**config.mk**
```make
export PLATFORM = sky130hd
export DESIGN_NAME = usb_standard_request_handler
export DESIGN_NICKNAME = d
export VERILOG_FILES = /design/src/hdl/usbreq_pkg.sv /design/src/hdl/usb_standard_request_handler.sv /design/src/hdl/usbreq_csr.sv /design/src/hdl/usbreq_state.sv /design/src/hdl/usbreq_decode.sv
export SDC_FILE = /design/constraint.sdc
export NUM_CORES = 1
export LEC_CHECK = 0
export BUFFER_PORTS_ARGS = -buffer_cell sky130_fd_sc_hd__buf_4
export CAP_MARGIN = 20
export CORE_MARGIN = 2
export CORE_UTILIZATION = 59
export CTS_BUF_LIST = sky130_fd_sc_hd__clkbuf_4 sky130_fd_sc_hd__clkbuf_8
export DETAILED_ROUTE_END_ITERATION = 10
export MAX_ROUTING_LAYER = met4
export PLACE_DENSITY = 0.83
export SLEW_MARGIN = 30
export SYNTH_ARGS = -nofsm -noshare
export SYNTH_HDL_FRONTEND = slang
export SYNTH_HIERARCHICAL = 1
export SYNTH_SLANG_ARGS = --single-unit
```
**constraint.sdc**
```tcl
create_clock -name clock -period 3.2 [get_ports clock]
set_clock_uncertainty 0.15 [all_clocks]
set_input_delay 0.96 -clock clock [delete_from_list [all_inputs] [get_ports clock]]
set_output_delay 0.96 -clock clock [all_outputs]
set_load 0.05 [all_outputs]
```
**src/hdl/usbreq_pkg.sv**
```systemverilog
// Shared types, request codes and sizing constants of the USB standard request handler.
package usbreq_pkg;

   // Sizing of the device model.
   localparam int NUM_STRINGS   = 4;
   localparam int NUM_LANGS     = 2;
   localparam int NUM_ENDPOINTS = 16;
   localparam int EP_W          = (NUM_ENDPOINTS > 1) ? $clog2(NUM_ENDPOINTS) : 1;
   localparam int MASK_W        = 8;
   localparam int BYTE_W        = 8;

   // Stream widths.
   localparam int REQ_DATA_W = 48;
   localparam int RSP_DATA_W = 32;
   localparam int CSR_ADDR_W = 2;
   localparam int CSR_DATA_W = 16;

   // Configuration register indexes.
   localparam logic [CSR_ADDR_W-1:0] CSR_LANG_COUNT   = 2'd0;
   localparam logic [CSR_ADDR_W-1:0] CSR_LANG_FIRST   = 2'd1;
   localparam logic [CSR_ADDR_W-1:0] CSR_LANG_SECOND  = 2'd2;
   localparam logic [CSR_ADDR_W-1:0] CSR_STRING_MASK  = 2'd3;

   // Descriptor types, feature selector and request types.
   localparam logic [7:0] DESC_DEVICE        = 8'd1;
   localparam logic [7:0] DESC_CONFIG        = 8'd2;
   localparam logic [7:0] DESC_STRING        = 8'd3;
   localparam logic [7:0] FEATURE_EP_HALT    = 8'd0;
   localparam logic [7:0] RECIP_DEVICE_IN    = 8'h80;
   localparam logic [7:0] RECIP_INTERFACE_IN = 8'h81;
   localparam logic [7:0] RECIP_ENDPOINT_IN  = 8'h82;

   // Standard request codes.
   localparam logic [7:0] RQ_GET_STATUS     = 8'd0;
   localparam logic [7:0] RQ_CLEAR_FEATURE  = 8'd1;
   localparam logic [7:0] RQ_SET_FEATURE    = 8'd3;
   localparam logic [7:0] RQ_GET_DESCRIPTOR = 8'd6;
   localparam logic [7:0] RQ_GET_CONFIG     = 8'd8;
   localparam logic [7:0] RQ_SET_CONFIG     = 8'd9;
   localparam logic [7:0] RQ_GET_INTERFACE  = 8'd10;
   localparam logic [7:0] RQ_SET_INTERFACE  = 8'd11;

   // Result actions.
   localparam logic [1:0] ACT_ACK   = 2'd0;
   localparam logic [1:0] ACT_DATA  = 2'd1;
   localparam logic [1:0] ACT_DESC  = 2'd2;
   localparam logic [1:0] ACT_STALL = 2'd3;

   // Descriptor kinds.
   localparam logic [1:0] KIND_DEVICE = 2'd0;
   localparam logic [1:0] KIND_CONFIG = 2'd1;
   localparam logic [1:0] KIND_STRING = 2'd2;

   typedef struct packed {
      logic [7:0]  recipient_type;
      logic [7:0]  req_type;
      logic [15:0] setup_value;
      logic [15:0] setup_index;
   } setup_type;

   typedef struct packed {
      logic [1:0] action;
      logic [1:0] byte_count;
      logic [7:0] data_first;
      logic [7:0] data_second;
      logic [1:0] descriptor_kind;
      logic       string_lang;
      logic [1:0] string_number;
   } result_type;

   typedef struct packed {
      logic [1:0]        lang_count;
      logic [15:0]       lang_id_first;
      logic [15:0]       lang_id_second;
      logic [MASK_W-1:0] string_present_mask;
   } csr_type;

   typedef struct packed {
      logic [BYTE_W-1:0]        config_value;
      logic [BYTE_W-1:0]        alt_value;
      logic [NUM_ENDPOINTS-1:0] endpoint_halt;
   } dev_state_type;

   typedef struct packed {
      logic              config_we;
      logic              alt_we;
      logic [BYTE_W-1:0] new_value;
      logic              halt_we;
      logic [EP_W-1:0]   halt_ep;
      logic              halt_set;
   } state_update_type;

endpackage

```
**src/hdl/usb_standard_request_handler.sv**
```systemverilog
// Top level of the USB standard request handler: stream ports, pipeline registers.
// An accepted setup item is decoded while it sits in the input register, and its result
// item is offered from the result register, which holds it while the receiver stalls.
// Throughput: one item per cycle unless the receiver stalls; input and result registers
// are the only stages, with a single pass of shallow compare logic between them.
// Reset is synchronous and active high: it empties both stages, returns configuration,
// alternate setting and halt bits to zero and the configuration registers to defaults.
module usb_standard_request_handler (
   input  logic                              clock,
   input  logic                              reset,
   // Setup items. Fields from bit 0 up: recipient_type[7:0], req_type[15:8],
   // setup_value[31:16], setup_index[47:32].
   input  logic                              req_tvalid,
   output logic                              req_tready,
   input  logic [usbreq_pkg::REQ_DATA_W-1:0] req_tdata,
   // Result items. Fields from bit 0 up: action[1:0], byte_count[3:2],
   // data_first[11:4], data_second[19:12], descriptor_kind[21:20], string_lang[22],
   // string_number[24:23], zero fill[31:25].
   output logic                              rsp_tvalid,
   input  logic                              rsp_tready,
   output logic [usbreq_pkg::RSP_DATA_W-1:0] rsp_tdata,
   // Configuration write port.
   input  logic                              csr_we,
   input  logic [usbreq_pkg::CSR_ADDR_W-1:0] csr_addr,
   input  logic [usbreq_pkg::CSR_DATA_W-1:0] csr_wdata
);

   usbreq_pkg::setup_type        setup_ff, setup_in;
   logic                         setup_valid_ff, setup_valid_in;
   usbreq_pkg::result_type       result_ff, result_in;
   logic                         result_valid_ff, result_valid_in;
   usbreq_pkg::result_type       result_comb;
   usbreq_pkg::state_update_type update;
   usbreq_pkg::dev_state_type    dev_state;
   usbreq_pkg::csr_type          csr;
   logic                         advance;
   logic                         req_fire;

   // The result register is free when empty or when its item leaves this cycle.
   assign advance    = setup_valid_ff && (!result_valid_ff || rsp_tready);
   assign req_tready = !setup_valid_ff || advance;
   assign req_fire   = req_tvalid && req_tready;

   usbreq_csr u_csr (
      .clock     (clock),
      .reset     (reset),
      .csr_we    (csr_we),
      .csr_addr  (csr_addr),
      .csr_wdata (csr_wdata),
      .csr_out   (csr)
   );

   usbreq_decode u_decode (
      .setup     (setup_ff),
      .dev_state (dev_state),
      .csr       (csr),
      .result    (result_comb),
      .update    (update)
   );

   // The device state changes only as the item moves on, which keeps items in order.
   usbreq_state u_state (
      .clock     (clock),
      .reset     (reset),
      .update_en (advance),
      .update    (update),
      .dev_state (dev_state)
   );

   always_comb begin
      setup_in       = setup_ff;
      setup_valid_in = setup_valid_ff;
      if (req_fire) begin
         setup_in.recipient_type = req_tdata[7:0];
         setup_in.req_type       = req_tdata[15:8];
         setup_in.setup_value    = req_tdata[31:16];
         setup_in.setup_index    = req_tdata[47:32];
         setup_valid_in          = 1'b1;
      end else if (advance) begin
         setup_valid_in = 1'b0;
      end

      result_in       = result_ff;
      result_valid_in = result_valid_ff;
      if (advance) begin
         result_in       = result_comb;
         result_valid_in = 1'b1;
      end else if (rsp_tready) begin
         result_valid_in = 1'b0;
      end
   end

   always_ff @(posedge clock) begin
      if (reset) begin
         setup_valid_ff  <= 1'b0;
         result_valid_ff <= 1'b0;
      end else begin
         setup_valid_ff  <= setup_valid_in;
         result_valid_ff <= result_valid_in;
      end
   end

   always_ff @(posedge clock) begin
      setup_ff  <= setup_in;
      result_ff <= result_in;
   end

   assign rsp_tvalid = result_valid_ff;
   assign rsp_tdata  = {7'd0,
                        result_ff.string_number,
                        result_ff.string_lang,
                        result_ff.descriptor_kind,
                        result_ff.data_second,
                        result_ff.data_first,
                        result_ff.byte_count,
                        result_ff.action};

endmodule

```
**src/hdl/usbreq_csr.sv**
```systemverilog
// Configuration registers: language count, language IDs and string presence mask.
module usbreq_csr (
   input  logic                              clock,
   input  logic                              reset,
   input  logic                              csr_we,
   input  logic [usbreq_pkg::CSR_ADDR_W-1:0] csr_addr,
   input  logic [usbreq_pkg::CSR_DATA_W-1:0] csr_wdata,
   output usbreq_pkg::csr_type               csr_out
);

   usbreq_pkg::csr_type csr_ff, csr_in;

   always_comb begin
      csr_in = csr_ff;
      if (csr_we) begin
         case (csr_addr)
            usbreq_pkg::CSR_LANG_COUNT:  csr_in.lang_count     = csr_wdata[1:0];
            usbreq_pkg::CSR_LANG_FIRST:  csr_in.lang_id_first  = csr_wdata;
            usbreq_pkg::CSR_LANG_SECOND: csr_in.lang_id_second = csr_wdata;
            usbreq_pkg::CSR_STRING_MASK:
               csr_in.string_present_mask = csr_wdata[usbreq_pkg::MASK_W-1:0];
            default: csr_in = csr_ff;
         endcase
      end
   end

   always_ff @(posedge clock) begin
      if (reset) begin
         csr_ff.lang_count          <= 2'd1;
         csr_ff.lang_id_first       <= 16'd1033;
         csr_ff.lang_id_second      <= 16'd0;
         csr_ff.string_present_mask <= {usbreq_pkg::MASK_W{1'b1}};
      end else begin
         csr_ff <= csr_in;
      end
   end

   assign csr_out = csr_ff;

endmodule

```
**src/hdl/usbreq_state.sv**
```systemverilog
// Device state: current configuration, alternate setting and endpoint halt bits.
module usbreq_state (
   input  logic                         clock,
   input  logic                         reset,
   input  logic                         update_en,
   input  usbreq_pkg::state_update_type update,
   output usbreq_pkg::dev_state_type    dev_state
);

   usbreq_pkg::dev_state_type state_ff, state_in;

   always_comb begin
      state_in = state_ff;
      if (update_en) begin
         if (update.config_we) begin
            state_in.config_value = update.new_value;
         end
         if (update.alt_we) begin
            state_in.alt_value = update.new_value;
         end
         if (update.halt_we) begin
            state_in.endpoint_halt[update.halt_ep] = update.halt_set;
         end
      end
   end

   always_ff @(posedge clock) begin
      if (reset) begin
         state_ff <= '0;
      end else begin
         state_ff <= state_in;
      end
   end

   assign dev_state = state_ff;

endmodule

```
**src/hdl/usbreq_decode.sv**
```systemverilog
// Decodes one setup packet into a result and a device state update.
module usbreq_decode (
   input  usbreq_pkg::setup_type        setup,
   input  usbreq_pkg::dev_state_type    dev_state,
   input  usbreq_pkg::csr_type          csr,
   output usbreq_pkg::result_type       result,
   output usbreq_pkg::state_update_type update
);

   logic [7:0] desc_type;
   logic [7:0] desc_num;
   logic [7:0] ep;
   logic       ep_ok;
   logic       lang_hit;
   logic       slot;
   logic [7:0] bit_pos;
   logic       string_ok;

   assign desc_type = setup.setup_value[15:8];
   assign desc_num  = setup.setup_value[7:0];
   assign ep        = setup.setup_index[7:0];
   assign ep_ok     = ep < 8'(usbreq_pkg::NUM_ENDPOINTS);

   // Language slot search; a count of three behaves as two.
   always_comb begin
      lang_hit = 1'b0;
      slot     = 1'b0;
      if (csr.lang_count != 2'd0 && setup.setup_index == csr.lang_id_first) begin
         lang_hit = 1'b1;
      end else if (csr.lang_count[1] && setup.setup_index == csr.lang_id_second) begin
         lang_hit = 1'b1;
         slot     = 1'b1;
      end
   end

   assign bit_pos = {5'd0, slot, 2'b00} + desc_num;

   assign string_ok = lang_hit
                   && (desc_num < 8'(usbreq_pkg::NUM_STRINGS))
                   && ({7'd0, slot} < 8'(usbreq_pkg::NUM_LANGS))
                   && (bit_pos < 8'(usbreq_pkg::MASK_W))
                   && csr.string_present_mask[bit_pos[2:0]];

   always_comb begin
      result           = '0;
      result.action    = usbreq_pkg::ACT_ACK;
      update           = '0;
      update.new_value = desc_num;
      update.halt_ep   = ep[usbreq_pkg::EP_W-1:0];
      update.halt_set  = (setup.req_type == usbreq_pkg::RQ_SET_FEATURE);

      case (setup.req_type)
         usbreq_pkg::RQ_GET_DESCRIPTOR: begin
            if (desc_type == usbreq_pkg::DESC_DEVICE) begin
               result.action          = usbreq_pkg::ACT_DESC;
               result.descriptor_kind = usbreq_pkg::KIND_DEVICE;
            end else if (desc_type == usbreq_pkg::DESC_CONFIG) begin
               result.action          = usbreq_pkg::ACT_DESC;
               result.descriptor_kind = usbreq_pkg::KIND_CONFIG;
            end else if (desc_type == usbreq_pkg::DESC_STRING
                         && (desc_num == 8'd0 || string_ok)) begin
               // String zero always takes language slot zero.
               result.action          = usbreq_pkg::ACT_DESC;
               result.descriptor_kind = usbreq_pkg::KIND_STRING;
               result.string_lang     = (desc_num == 8'd0) ? 1'b0 : slot;
               result.string_number   = desc_num[1:0];
            end else begin
               result.action = usbreq_pkg::ACT_STALL;
            end
         end
         usbreq_pkg::RQ_GET_INTERFACE: begin
            result.action     = usbreq_pkg::ACT_DATA;
            result.byte_count = 2'd1;
            result.data_first = dev_state.alt_value;
         end
         usbreq_pkg::RQ_SET_INTERFACE: begin
            update.alt_we = 1'b1;
         end
         usbreq_pkg::RQ_SET_CONFIG: begin
            update.config_we = 1'b1;
         end
         usbreq_pkg::RQ_GET_CONFIG: begin
            result.action     = usbreq_pkg::ACT_DATA;
            result.byte_count = 2'd1;
            result.data_first = dev_state.config_value;
         end
         usbreq_pkg::RQ_GET_STATUS: begin
            if (setup.recipient_type == usbreq_pkg::RECIP_DEVICE_IN
                || setup.recipient_type == usbreq_pkg::RECIP_INTERFACE_IN) begin
               result.action     = usbreq_pkg::ACT_DATA;
               result.byte_count = 2'd2;
            end else if (setup.recipient_type == usbreq_pkg::RECIP_ENDPOINT_IN) begin
               result.action     = usbreq_pkg::ACT_DATA;
               result.byte_count = 2'd2;
               result.data_first = {7'd0, ep_ok
                  && dev_state.endpoint_halt[ep[usbreq_pkg::EP_W-1:0]]};
            end
         end
         usbreq_pkg::RQ_SET_FEATURE, usbreq_pkg::RQ_CLEAR_FEATURE: begin
            if (desc_num != usbreq_pkg::FEATURE_EP_HALT) begin
               result.action = usbreq_pkg::ACT_STALL;
            end else begin
               update.halt_we = ep_ok;
            end
         end
         default: begin
            result.action = usbreq_pkg::ACT_ACK;
         end
      endcase
   end

endmodule

```
==> metrics <==
Ys Warns=6; Pwr Density=508 mW/mm^2; area leader, netlist=edfxtp_1; Ant. Diodes=0; Clock Sinks=149; Initial Util=0.605; fin. max-slew vios=0; Cells after Synth=559; worst r2r src=setup_ff[4]; worst hold start=u_state/dev_state[25]; Hold Path End=u_state/dev_state[25]; most common cell in the netlist=dfxtp_1; GRT Total Usage=0.237; CTS tree=done; flops & latches, synth=149; critical path launch point type=flop; Leak=3.08 nW; post-layout util=0.709; H-tree Lvls=4; RSZ-0062 raised after global routing=yes; final setup vio count=0; max cap viols=0; DP HPWL=9.25 mm; port bufs=97; Die Y=109 um; critical path peak fanout=3; post-synthesis sequential area ratio=0.567; Num CTS Buffers=17; Hold Crit Class=reg2reg; antenna viol nets, final=0; FMAX=317 MHz; worst hold stages=2; wire per inst=16.2 um; total die area=0.0120 sq mm; layout cells sized above 1=0.246; vias per std cell=5.40; DR vias=4335; Layout area overhead=17.3%; Area contributors post-synth=edfxtp_1 33%, dfxtp_1 23%, mux2i_1 10%, nand2b_1 6.3%, buf_4 3.3%; initial drt markers=255; setup TNS=0 ps; Synth Flop Type=dfxtp_1; Critical Path End Type=flop; Post-synth top cells=76 x dfxtp_1, 73 x edfxtp_1, 67 x mux2i_1, 66 x nand2b_1, 39 x nor2_1; Worst R2R Path Depth=12; status=finished clean; mapped cell area=0.00655 sq mm; Avg Inst Size Synth=11.7 sq um; layout net count=723; chip width=109 um; pin count of the biggest net entering global routing=50; fillers=755; Worst-Skew Late Latency=440 ps; part of the cycle the worst path needs=0.987; CTS Hold Bufs=0; Critical Path Start=setup_ff[4]; initial antenna violation count=0; vias in the first global route=4433; Final min period=3160 ps; Post-synth EDFFs=73; CP Class=reg2reg; Slew @ Worst Pin=689 ps; Synth cell types=50; CTS Buffer Depth=2; drt pass-1 iters=5; Rows=38; endpoints failing hold=0; Root Driver=clkbuf_8; GRT overflow=0; area share of the largest cell type after synthesis=0.334; drc violations=0; WP data arrival=3170 ps; Top Ports=105; R2R Setup Slk=40 ps; total wire length=13.0 mm; Core Area=0.0108 sq mm; Worst EP required=3210 ps; Post-synth ARST share=0; Worst-path clk slew=80 ps; Overall Power=3.90 mW; Worst slew margin=0.540; first-pass GRT wire length=20.7 mm; capturing point of the worst reg2reg path=rsp_tdata[0]; GPL Wtd Cong=0.843; maximum VDD drop=0.315 mV
-- placed cells by master (no fill, tap or decap), types with 6 or more instances in the layout --
cell,instances
a21oi_1,20
buf_4,110
clkbuf_8,18
conb_1,15
dfxtp_1,76
edfxtp_1,73
inv_1,6
mux2i_1,67
nand2_1,36
nand2b_1,66
nand3_1,23
nand4_1,6
nor2_1,38
xnor2_1,17
xor2_1,16
-- layout make-up --
| type | count | area [sq um] | share of cell area |
|---|---|---|---|
| clock buffer | 21 | 270 | 0.0352 |
| multi-input combinational | 366 | 2550 | 0.332 |
| inverter | 6 | 22.5 | 0.00293 |
| clock inverter | 11 | 126 | 0.0164 |
| timing repair buffer | 110 | 826 | 0.107 |
| sequential | 149 | 3710 | 0.483 |
| tap | 140 | 175 | 0.0228 |
-- how the worst max path moves through the flow --
stage and end:
6_report rsp_tdata[0], 5_1_grt rsp_tdata[0], 4_1_cts rsp_tdata[0], 3_5_place_dp rsp_tdata[0]
2_1_floorplan rsp_tdata[0], 3_3_place_gp rsp_tdata[0]
-- critical path, stage by stage, from the launching register on --
cell and delay (ps):
edfxtp_1 430, xnor2_1 230, o21ai_0 130, or4_4 550, nor2_4 100, nor3_2 60
ha_1 320, nand2b_1 80, o311ai_1 90, nor4_1 380, a21boi_1 130, o21ai_1 130
nand4_1 100
-- what timing repair did --
action,in CTS,in global routing
setup buffers,0,3
resized for setup,0,4
endpoints found under the setup margin,0,5
-- logic make-up (layout without fill, tap and decap cells) --
kind of cell	count (synthesis)	in the layout	share of synthesized area
muxes	74	74	0.123
buffers and inverters	57	148	0.0540
AOI/OAI and AO/OA	29	29	0.0262
DFF	149	149	0.567
xor gates and xnor gates	33	33	0.0441
other	2	15	0.00115
adders and majority gates	2	2	0.00382
and+or+nand+nor	213	213	0.181
-- state kept, by name, indices dropped and copies added (netlist names) --
register and count:
rsp_tdata 25, setup_ff 48, u_state/dev_state 32, setup_valid_ff 1, u_csr/csr_out 42, rsp_tvalid 1
-- metrics by stage --
stage	cell area, sq um	std cells	setup WS [ps]	hold WS [ps]
after CTS	7650	800	56.5	308
final	7680	803	42.9	309
after detailed placement	7250	768	26.3	297
after floorplan	6600	572	285	286
after global placement	7250	768	206	291
after global routing	7680	803	-183	328
-- power by group --
part	switching, mW	internal [mW]	total, mW
sequential	0.0493	2.07	2.12
combinational	0.196	0.152	0.347
clock	0.691	0.743	1.43
total	0.936	2.97	3.90
-- layer usage --
metal  global-route usage  vias to the layer above  share of wire
met5                    -                        -              0
met4                0.110                        0          0.020
met3               0.0522                       28          0.058
met2                0.388                      149           0.50
met1                0.280                     2061           0.42
li1                     -                     2097              -
No activity file was read; power rests on OpenSTA's default activity.
